`config.mk`:
```
export PLATFORM = sky130hd
export DESIGN_NAME = sexpr_token_scanner
export DESIGN_NICKNAME = d
export VERILOG_FILES = /design/src/rtl/sts_pkg.sv /design/src/rtl/sexpr_token_scanner.sv
export SDC_FILE = /design/constraint.sdc
export NUM_CORES = 1
export LEC_CHECK = 0
export ABC_AREA = 1
export BUFFER_PORTS_ARGS = -buffer_cell sky130_fd_sc_hd__buf_2
export CORE_MARGIN = 2
export CORE_UTILIZATION = 30
export DETAILED_ROUTE_END_ITERATION = 12
export PLACE_DENSITY = 0.47
export SYNTH_ARGS = -nofsm -noshare
export SYNTH_HDL_FRONTEND = slang
export SYNTH_SLANG_ARGS = --single-unit
```
`constraint.sdc`:
```
create_clock -name clk_i -period 6.5 [get_ports clk_i]
set_clock_uncertainty 0.2 [all_clocks]
set_input_delay 0.325 -clock clk_i [delete_from_list [all_inputs] [get_ports clk_i]]
set_output_delay 0.325 -clock clk_i [all_outputs]
set_load 0.02 [all_outputs]
```
`src/rtl/sts_pkg.sv`:
```
// sts_pkg: shared types and constants for the S-expression token scanner.
// Used by sexpr_token_scanner and its port checker; no dependencies.
package sts_pkg;

  // Default width of the byte, line and column counters.
  localparam int unsigned POSITION_BITS_DEF = 24;

  // Fixed result field widths.
  localparam int unsigned OFFSET_W = 24;
  localparam int unsigned COORD_W  = 25;
  localparam int unsigned BYTE_W   = 8;

  // Result queue depth; one item can push two entries.
  localparam int unsigned RES_DEPTH = 4;

  // Byte codes.
  localparam logic [BYTE_W-1:0] CH_NEWLINE   = 8'h0A;
  localparam logic [BYTE_W-1:0] CH_SPACE     = 8'h20;
  localparam logic [BYTE_W-1:0] CH_TAB       = 8'h09;
  localparam logic [BYTE_W-1:0] CH_CR        = 8'h0D;
  localparam logic [BYTE_W-1:0] CH_QUOTE     = 8'h22;
  localparam logic [BYTE_W-1:0] CH_BACKSLASH = 8'h5C;
  localparam logic [BYTE_W-1:0] CH_ZERO      = 8'h30;
  localparam logic [BYTE_W-1:0] CH_NINE      = 8'h39;

  // Register reset values.
  localparam logic [BYTE_W-1:0] CH_SEMICOLON = 8'h3B;
  localparam logic [BYTE_W-1:0] CH_LPAREN    = 8'h28;
  localparam logic [BYTE_W-1:0] CH_RPAREN    = 8'h29;

  typedef enum logic [1:0] {
    CFG_COMMENT_CHAR = 2'd0,
    CFG_OPEN_CHAR    = 2'd1,
    CFG_CLOSE_CHAR   = 2'd2
  } cfg_idx_e;

  typedef enum logic [2:0] {
    KIND_END    = 3'd0,
    KIND_OPEN   = 3'd1,
    KIND_CLOSE  = 3'd2,
    KIND_WORD   = 3'd3,
    KIND_NUMBER = 3'd4,
    KIND_STRING = 3'd5,
    KIND_ERROR  = 3'd6
  } kind_e;

  typedef enum logic [2:0] {
    MODE_IDLE       = 3'd0,
    MODE_COMMENT    = 3'd1,
    MODE_WORD       = 3'd2,
    MODE_NUMBER     = 3'd3,
    MODE_STRING     = 3'd4,
    MODE_STRING_ESC = 3'd5
  } mode_e;

  typedef struct packed {
    kind_e               kind;
    logic [OFFSET_W-1:0] offset;
    logic [OFFSET_W-1:0] length;
    logic [COORD_W-1:0]  row;
    logic [COORD_W-1:0]  column;
    logic                last;
  } res_t;

endpackage

```
`src/rtl/sexpr_token_scanner.sv`:
```
// sexpr_token_scanner: byte-serial S-expression lexer with a result queue.
// Depends on sts_pkg.
//
// One source byte (or an end-of-input marker) is taken per beat, and a new
// beat can be taken every clock cycle while in_stall_o is low. Each beat is
// scanned in the cycle it is accepted: the scan state and position counters
// update at that edge, and the zero, one or two token descriptors it causes
// are written into a four-entry result queue, which drives the output channel
// one descriptor per cycle while out_stall_i is low. in_stall_o rises while
// fewer than two queue slots are free, so the input runs at one byte per cycle
// for as long as the consumer keeps pace with one result per byte; bursts of
// two-result bytes (a word ended by a parenthesis, a flush at end of input)
// are absorbed by the queue. Counters for offset, line and line start are
// POSITION_BITS wide and saturate. The user must write the three character
// registers through the cfg port only while idle; the block does not enforce it.
module sexpr_token_scanner #(
  parameter int unsigned POSITION_BITS = sts_pkg::POSITION_BITS_DEF
) (
  input  logic                         clk_i,
  input  logic                         rst_ni,
  // configuration
  input  logic                         cfg_we_i,
  input  logic [1:0]                   cfg_index_i,
  input  logic [sts_pkg::BYTE_W-1:0]   cfg_data_i,
  // input channel
  input  logic                         in_valid_i,
  output logic                         in_stall_o,
  input  logic [sts_pkg::BYTE_W-1:0]   text_byte_i,
  input  logic                         end_of_input_i,
  // result channel
  output logic                         out_valid_o,
  input  logic                         out_stall_i,
  output logic [2:0]                   token_kind_o,
  output logic [sts_pkg::OFFSET_W-1:0] start_offset_o,
  output logic [sts_pkg::OFFSET_W-1:0] token_length_o,
  output logic [sts_pkg::COORD_W-1:0]  start_row_o,
  output logic [sts_pkg::COORD_W-1:0]  start_column_o,
  output logic                         last_of_run_o
);

  localparam int unsigned P     = POSITION_BITS;
  localparam int unsigned DEPTH = sts_pkg::RES_DEPTH;
  localparam int unsigned PTR_W = $clog2(DEPTH);
  localparam int unsigned CNT_W = $clog2(DEPTH + 1);

  // ---------------------------------------------------------------- config
  logic [sts_pkg::BYTE_W-1:0] comment_q, open_q, close_q;

  always_ff @(posedge clk_i or negedge rst_ni) begin
    if (!rst_ni) begin
      comment_q <= sts_pkg::CH_SEMICOLON;
      open_q    <= sts_pkg::CH_LPAREN;
      close_q   <= sts_pkg::CH_RPAREN;
    end else if (cfg_we_i) begin
      unique case (cfg_index_i)
        sts_pkg::CFG_COMMENT_CHAR: comment_q <= cfg_data_i;
        sts_pkg::CFG_OPEN_CHAR:    open_q    <= cfg_data_i;
        sts_pkg::CFG_CLOSE_CHAR:   close_q   <= cfg_data_i;
        default: ;  // unused index, write dropped
      endcase
    end
  end

  // ---------------------------------------------------------------- scan state
  sts_pkg::mode_e mode_q, mode_d;
  logic [P-1:0] begin_q, begin_d;       // token start offset
  logic [P-1:0] begin_row_q, begin_row_d;
  logic [P-1:0] begin_col_q, begin_col_d;
  logic [P-1:0] pos_q, pos_d;           // byte offset
  logic [P-1:0] line_q, line_d;         // 0-based line
  logic [P-1:0] line_begin_q, line_begin_d;

  logic accept;
  logic [sts_pkg::BYTE_W-1:0] b;
  logic is_nl, is_blank, is_comment, is_open, is_close, is_digit, ends_word;
  logic run_idle;   // byte falls through to between-token handling

  logic [P-1:0] pos_inc, line_inc, column0, pend_len, close_len;
  logic [P:0]   line_p1, begin_row_p1, begin_col_p1, column_p1;

  assign accept = in_valid_i && !in_stall_o;
  assign b      = text_byte_i;

  assign is_nl      = (b == sts_pkg::CH_NEWLINE);
  assign is_blank   = (b == sts_pkg::CH_SPACE) ||
                      ((b >= sts_pkg::CH_TAB) && (b <= sts_pkg::CH_CR));
  assign is_comment = (b == comment_q);
  assign is_open    = (b == open_q);
  assign is_close   = (b == close_q);
  assign is_digit   = (b >= sts_pkg::CH_ZERO) && (b <= sts_pkg::CH_NINE);
  assign ends_word  = is_blank || is_comment || is_open || is_close;

  // saturating increments
  assign pos_inc  = (pos_q == {P{1'b1}})  ? pos_q  : pos_q + P'(1);
  assign line_inc = (line_q == {P{1'b1}}) ? line_q : line_q + P'(1);

  assign column0   = (line_begin_q > pos_q) ? '0 : pos_q - line_begin_q;
  assign pend_len  = (begin_q > pos_q)   ? '0 : pos_q - begin_q;
  assign close_len = (begin_q > pos_inc) ? '0 : pos_inc - begin_q;

  // 1-based coordinates, one bit wider before trimming to the field
  assign line_p1      = {1'b0, line_q}      + (P+1)'(1);
  assign column_p1    = {1'b0, column0}     + (P+1)'(1);
  assign begin_row_p1 = {1'b0, begin_row_q} + (P+1)'(1);
  assign begin_col_p1 = {1'b0, begin_col_q} + (P+1)'(1);

  // decode: does this byte go through the between-token path
  always_comb begin
    run_idle = 1'b0;
    unique case (mode_q)
      sts_pkg::MODE_COMMENT:                           run_idle = is_nl;
      sts_pkg::MODE_WORD, sts_pkg::MODE_NUMBER:        run_idle = ends_word;
      sts_pkg::MODE_STRING, sts_pkg::MODE_STRING_ESC:  run_idle = is_nl;
      default:                                         run_idle = 1'b1;
    endcase
  end

  // next scan mode
  always_comb begin
    mode_d = mode_q;
    if (end_of_input_i) begin
      mode_d = sts_pkg::MODE_IDLE;
    end else if (run_idle) begin
      if (is_blank) begin
        mode_d = sts_pkg::MODE_IDLE;
      end else if (is_comment) begin
        mode_d = sts_pkg::MODE_COMMENT;
      end else if (is_open || is_close) begin
        mode_d = sts_pkg::MODE_IDLE;
      end else if (b == sts_pkg::CH_QUOTE) begin
        mode_d = sts_pkg::MODE_STRING;
      end else if (is_digit) begin
        mode_d = sts_pkg::MODE_NUMBER;
      end else begin
        mode_d = sts_pkg::MODE_WORD;
      end
    end else begin
      unique case (mode_q)
        sts_pkg::MODE_STRING_ESC: mode_d = sts_pkg::MODE_STRING;
        sts_pkg::MODE_STRING: begin
          if (b == sts_pkg::CH_BACKSLASH) begin
            mode_d = sts_pkg::MODE_STRING_ESC;
          end else if (b == sts_pkg::CH_QUOTE) begin
            mode_d = sts_pkg::MODE_IDLE;
          end
        end
        default: ;
      endcase
    end
  end

  // counters and results
  sts_pkg::res_t res_a, res_b;   // a: token closed by this byte, b: token it emits
  logic          a_vld, b_vld;

  always_comb begin
    begin_d      = begin_q;
    begin_row_d  = begin_row_q;
    begin_col_d  = begin_col_q;
    pos_d        = pos_q;
    line_d       = line_q;
    line_begin_d = line_begin_q;
    a_vld        = 1'b0;
    b_vld        = 1'b0;

    // pending token as seen before this byte
    res_a.kind   = (mode_q == sts_pkg::MODE_WORD)   ? sts_pkg::KIND_WORD :
                   (mode_q == sts_pkg::MODE_NUMBER) ? sts_pkg::KIND_NUMBER :
                                                      sts_pkg::KIND_ERROR;
    res_a.offset = sts_pkg::OFFSET_W'(begin_q);
    res_a.length = sts_pkg::OFFSET_W'(pend_len);
    res_a.row    = sts_pkg::COORD_W'(begin_row_p1);
    res_a.column = sts_pkg::COORD_W'(begin_col_p1);
    res_a.last   = 1'b0;

    // single-byte token at the current position by default
    res_b.kind   = is_open ? sts_pkg::KIND_OPEN : sts_pkg::KIND_CLOSE;
    res_b.offset = sts_pkg::OFFSET_W'(pos_q);
    res_b.length = sts_pkg::OFFSET_W'(1);
    res_b.row    = sts_pkg::COORD_W'(line_p1);
    res_b.column = sts_pkg::COORD_W'(column_p1);
    res_b.last   = 1'b1;

    if (end_of_input_i) begin
      a_vld        = (mode_q == sts_pkg::MODE_WORD) || (mode_q == sts_pkg::MODE_NUMBER) ||
                     (mode_q == sts_pkg::MODE_STRING) ||
                     (mode_q == sts_pkg::MODE_STRING_ESC);
      b_vld        = 1'b1;
      res_b.kind   = sts_pkg::KIND_END;
      res_b.length = '0;
      begin_d      = '0;
      begin_row_d  = '0;
      begin_col_d  = '0;
      pos_d        = '0;
      line_d       = '0;
      line_begin_d = '0;
    end else begin
      pos_d = pos_inc;
      if (is_nl) begin
        line_d       = line_inc;
        line_begin_d = pos_inc;
      end
      // word end or string broken by newline
      a_vld = run_idle && (mode_q != sts_pkg::MODE_IDLE) &&
              (mode_q != sts_pkg::MODE_COMMENT) &&
              ((mode_q == sts_pkg::MODE_WORD) || (mode_q == sts_pkg::MODE_NUMBER) ||
               (mode_q == sts_pkg::MODE_STRING) ||
               (mode_q == sts_pkg::MODE_STRING_ESC));
      if (run_idle) begin
        if (!is_blank && !is_comment) begin
          if (is_open || is_close) begin
            b_vld = 1'b1;
          end else begin
            begin_d     = pos_q;
            begin_row_d = line_q;
            begin_col_d = column0;
          end
        end
      end else if ((mode_q == sts_pkg::MODE_STRING) && (b == sts_pkg::CH_QUOTE)) begin
        b_vld        = 1'b1;
        res_b.kind   = sts_pkg::KIND_STRING;
        res_b.offset = sts_pkg::OFFSET_W'(begin_q);
        res_b.length = sts_pkg::OFFSET_W'(close_len);
        res_b.row    = sts_pkg::COORD_W'(begin_row_p1);
        res_b.column = sts_pkg::COORD_W'(begin_col_p1);
      end
    end
  end

  always_ff @(posedge clk_i or negedge rst_ni) begin
    if (!rst_ni) begin
      mode_q       <= sts_pkg::MODE_IDLE;
      begin_q      <= '0;
      begin_row_q  <= '0;
      begin_col_q  <= '0;
      pos_q        <= '0;
      line_q       <= '0;
      line_begin_q <= '0;
    end else if (accept) begin
      mode_q       <= mode_d;
      begin_q      <= begin_d;
      begin_row_q  <= begin_row_d;
      begin_col_q  <= begin_col_d;
      pos_q        <= pos_d;
      line_q       <= line_d;
      line_begin_q <= line_begin_d;
    end
  end

  // ---------------------------------------------------------------- result queue
  sts_pkg::res_t ent0, ent1;
  logic [1:0]    n_push;
  logic          pop;

  sts_pkg::res_t res_q [DEPTH];
  logic [PTR_W-1:0] wr_ptr_q, rd_ptr_q;
  logic [CNT_W-1:0] count_q;

  // pack the closed token first, then the emitted one
  always_comb begin
    ent0 = a_vld ? res_a : res_b;
    ent1 = res_b;
    ent0.last = !(a_vld && b_vld);
    n_push = accept ? ({1'b0, a_vld} + {1'b0, b_vld}) : 2'd0;
  end

  assign pop = out_valid_o && !out_stall_i;

  always_ff @(posedge clk_i) begin
    if (n_push != 2'd0) begin
      res_q[wr_ptr_q] <= ent0;
    end
    if (n_push == 2'd2) begin
      res_q[wr_ptr_q + PTR_W'(1)] <= ent1;
    end
  end

  always_ff @(posedge clk_i or negedge rst_ni) begin
    if (!rst_ni) begin
      wr_ptr_q <= '0;
      rd_ptr_q <= '0;
      count_q  <= '0;
    end else begin
      wr_ptr_q <= wr_ptr_q + PTR_W'(n_push);
      if (pop) begin
        rd_ptr_q <= rd_ptr_q + PTR_W'(1);
      end
      count_q <= count_q + CNT_W'(n_push) - CNT_W'(pop);
    end
  end

  // room for two entries is needed before a beat is taken
  assign in_stall_o = (count_q > CNT_W'(DEPTH - 2));

  assign out_valid_o    = (count_q != '0);
  assign token_kind_o   = res_q[rd_ptr_q].kind;
  assign start_offset_o = res_q[rd_ptr_q].offset;
  assign token_length_o = res_q[rd_ptr_q].length;
  assign start_row_o    = res_q[rd_ptr_q].row;
  assign start_column_o = res_q[rd_ptr_q].column;
  assign last_of_run_o  = res_q[rd_ptr_q].last;

endmodule

```
==> results.toml <==
[global_route]
overflow = 0
grtUsageTotal_pct = 21.8
grt_max_degree = 119
grt_pass1_wl_um = 195000
grt_pass1_vias = 30200
antenna_found_initial = 3

[logic_synthesis]
synth_nets = 4305
synth_warnings = 0
syn_area_per_cell_sq_um = 8.30
yosysTopAreaCell = "edfxtp_1"
netlist_instances = 4193
synth_cell_types = 59
yosys_register_bits = 586
ys_top_cells_by_area = "edfxtp_1, dfrtp_1, nand2_1"
synthFlopType = "edfxtp_1"
yosysSeqAreaShare_pct = 47.9
syn_area_sq_um = 34800
netlist.area_leader.share_pct = 34.9
synth_edf_count = 404
async_flop_share_pct = 30.4

[hold_path]
hold_class = "in2async"

[detailed_routing]
drtIter0Drc = 2802
wl_met2_um = 59800
avgRoutedWirePerCell_um = 22.5
ant_nets = 0
first_pass_iters = 5
highest_layer = "met5"
met1_length_um = 59700
drc = 0
via_per_inst = 5.40
via_count = 31400
wirelength_um = 131000
route.met3.wl_um = 8500

[layout]
diodes = 0
finalInstanceArea_sq_um = 39600
area.growth.synth_to_final_pct = 13.7
final_cells = 5815
fillers = 12000
layout-drive-gt1-share_pct = 9.76
final_nets = 4354

[clock_tree]
clk_pin_slew_worst_paths_ns = 0.06
clock_path_buffers = 3
cts.htree.levels = 3
postCtsSetupBuffers = 0
cts_tree = "built"
clk_latency_ns = 0.66
cts_made_buffers = 75
clock-root-buffer = "clkbuf_16"
cts_sinks = 586
cts-resized-gates = 0

[place]
gp_congestion = 0.908
port_buffers = 127
place.detailed.hpwl_um = 87400
placed_area_sq_um = 37000
dp_cells = 5666

[floorplanning]
io-pin-count = 128
die_x_um = 345
fp-row-count = 124
core_area_sq_um = 115000
initial_utilization_pct = 30.4
die_y_um = 345
dieArea_sq_um = 119000

[timing]
tns_ns = 0
setup_viol = 0
fin_crit_ns = 6.04
hold_violations = 0
slew_viol_final = 0
worstMarginPinSlew_ns = 1.05
maxSlewHeadroom_pct = 29.4
min_period_over_period_pct = 92.9
rsz0062_at_grt = "false"
fmax_ghz = 0.166

[outcome]
run_status = "finished, final reports clean"

[worst_setup_path]
reg2reg_depth = 26
critical_path_class = "reg2reg"
start_kind = "flip-flop"
cp.required_ns = 6.76
cp.arrival_ns = 6.30
endpoint_kind = "flip-flop"
cp_max_fo = 20

[run]
maxCapViolations = 0
## critical path, stage by stage, from the launching register on
cell and delay (ns):
dfrtp_1 0.64, ha_1 0.27, nand3_1 0.12, nor2_1 0.22
nand2_1 0.11, nor2_1 0.33, nand3_2 0.24, nand2_1 0.16
nor2_1 0.07, nand2_1 0.13, nor3_2 0.08, nand2_1 0.17
nor2_1 0.07, xor2_1 0.16, ha_1 0.40, nand2_1 0.09
nor2_1 0.10, inv_1 0.05, nor3_1 0.26, nand4_1 0.14
nand3_1 0.28, inv_1 0.13, nor2_4 0.50, nand2_1 0.35
o21ai_1 0.29, inv_2 0.10, o22ai_1 0.15
## through the flow
| step | util, % | hold WS (ns) | setup WS (ns) |
|---|---|---|---|
| after floorplan | - | -0.171 | 0.609 |
| final | 34.5 | 0.0312 | 0.463 |
| after CTS | 34.5 | 0.0207 | 0.523 |
| after global routing | 34.5 | 0.0581 | 0.0200 |
| after detailed placement | 32.2 | 0.183 | 0.567 |
| after global placement | 32.2 | 0.176 | 0.604 |
## cells in the final DEF, fill, tap and decap left out, types with 15 or more instances in the layout
master / n
o22ai_1: 498
clkbuf_16: 79
edfxtp_1: 404
inv_1: 373
buf_4: 52
buf_2: 126
nor3_1: 48
nand3_1: 186
nand4_1: 48
clkbuf_1: 20
nor4_1: 16
xor2_1: 98
clkinv_2: 15
o21ai_1: 71
a21oi_1: 78
dfrtp_1: 166
nor2_1: 380
inv_2: 28
ha_1: 84
a31oi_1: 18
xnor2_1: 38
o21ai_0: 382
nand2_1: 891
## kinds of logic (layout without fill, tap and decap cells)
logic type / Yosys count / count (layout) / synth area share, %
compound gates: 1095 / 1095 / 18.1
fa+ha+maj: 88 / 88 / 3.25
xor+xnor: 136 / 136 / 3.42
mux: 1 / 1 / 0.0288
buf+inv: 632 / 742 / 7.24
flops: 586 / 586 / 47.9
simple gates: 1655 / 1655 / 20.0
## state kept, by name, summed over array words and instances, names as in the netlist
register and count:
begin_col_q 24, begin_q 24, begin_row_q 24, close_q 8, comment_q 8, count_q 3
line_begin_q 24, line_q 24, mode_q 3, open_q 8, pos_q 24, rd_ptr_q 2
res_q 408, wr_ptr_q 2
## cells in the mapped netlist, types with 6 or more instances
| cell type | number |
|---|---|
| and2_1 | 6 |
| xor2_1 | 98 |
| nor3_2 | 6 |
| or2_2 | 12 |
| dfrtp_1 | 168 |
| buf_2 | 25 |
| nor2_2 | 7 |
| nand3b_1 | 7 |
| dfstp_2 | 10 |
| o22ai_2 | 7 |
| clkbuf_1 | 172 |
| nand3_2 | 10 |
| nor3_1 | 48 |
| nand2_2 | 12 |
| buf_4 | 7 |
| inv_1 | 375 |
| inv_2 | 28 |
| clkinv_1 | 6 |
| o21ai_1 | 71 |
| edfxtp_1 | 404 |
| nand3_1 | 187 |
| nor4_1 | 16 |
| a21oi_1 | 78 |
| o21ai_0 | 382 |
| o21bai_1 | 6 |
| buf_6 | 12 |
| ha_1 | 84 |
| nand2_1 | 900 |
| buf_1 | 7 |
| xnor2_1 | 38 |
| a31oi_1 | 18 |
| nor2_1 | 381 |
| o22ai_1 | 498 |
| nand4_1 | 48 |
## area by class of cell
type	count	area (sq um)	share of cell area, %
well taps	1512	1890	4.78
clock buffers	106	2150	5.43
inverters	409	1540	3.90
clock inverters	32	332	0.838
multi-input cells	2975	15700	39.7
repair buffers	195	1240	3.15
flip-flops and latches	586	16700	42.2
## metal layers
layer | vias to the layer above | GRT usage, %
met2 | 1104 | 34.6
met5 | - | 0
met4 | 4 | 6.44
li1 | 14800 | -
met1 | 15300 | 30.8
met3 | 165 | 2.87
## worst paths after layout
path,slack [ns],to,from
max,0.46,res_q[1][56],pos_q[1]
min,0.03,begin_row_q[15],rst_ni
max reg2reg,0.46,res_q[1][56],pos_q[1]
min reg2reg,0.27,res_q[3][0],res_q[3][0]
max in group asynchronous,4.72,begin_q[0],rst_ni
min in group clk_i,0.05,comment_q[3],cfg_we_i
## repair_timing
action | CTS | global route
hold buffers | 11 | 0
endpoints found under the setup margin | 0 | 1
endpoints found under the hold margin | 83 | 0
Power is left out: the tool's default activity adds up to more than one toggle a clock period on the data nets, which glitch-free logic cannot reach.
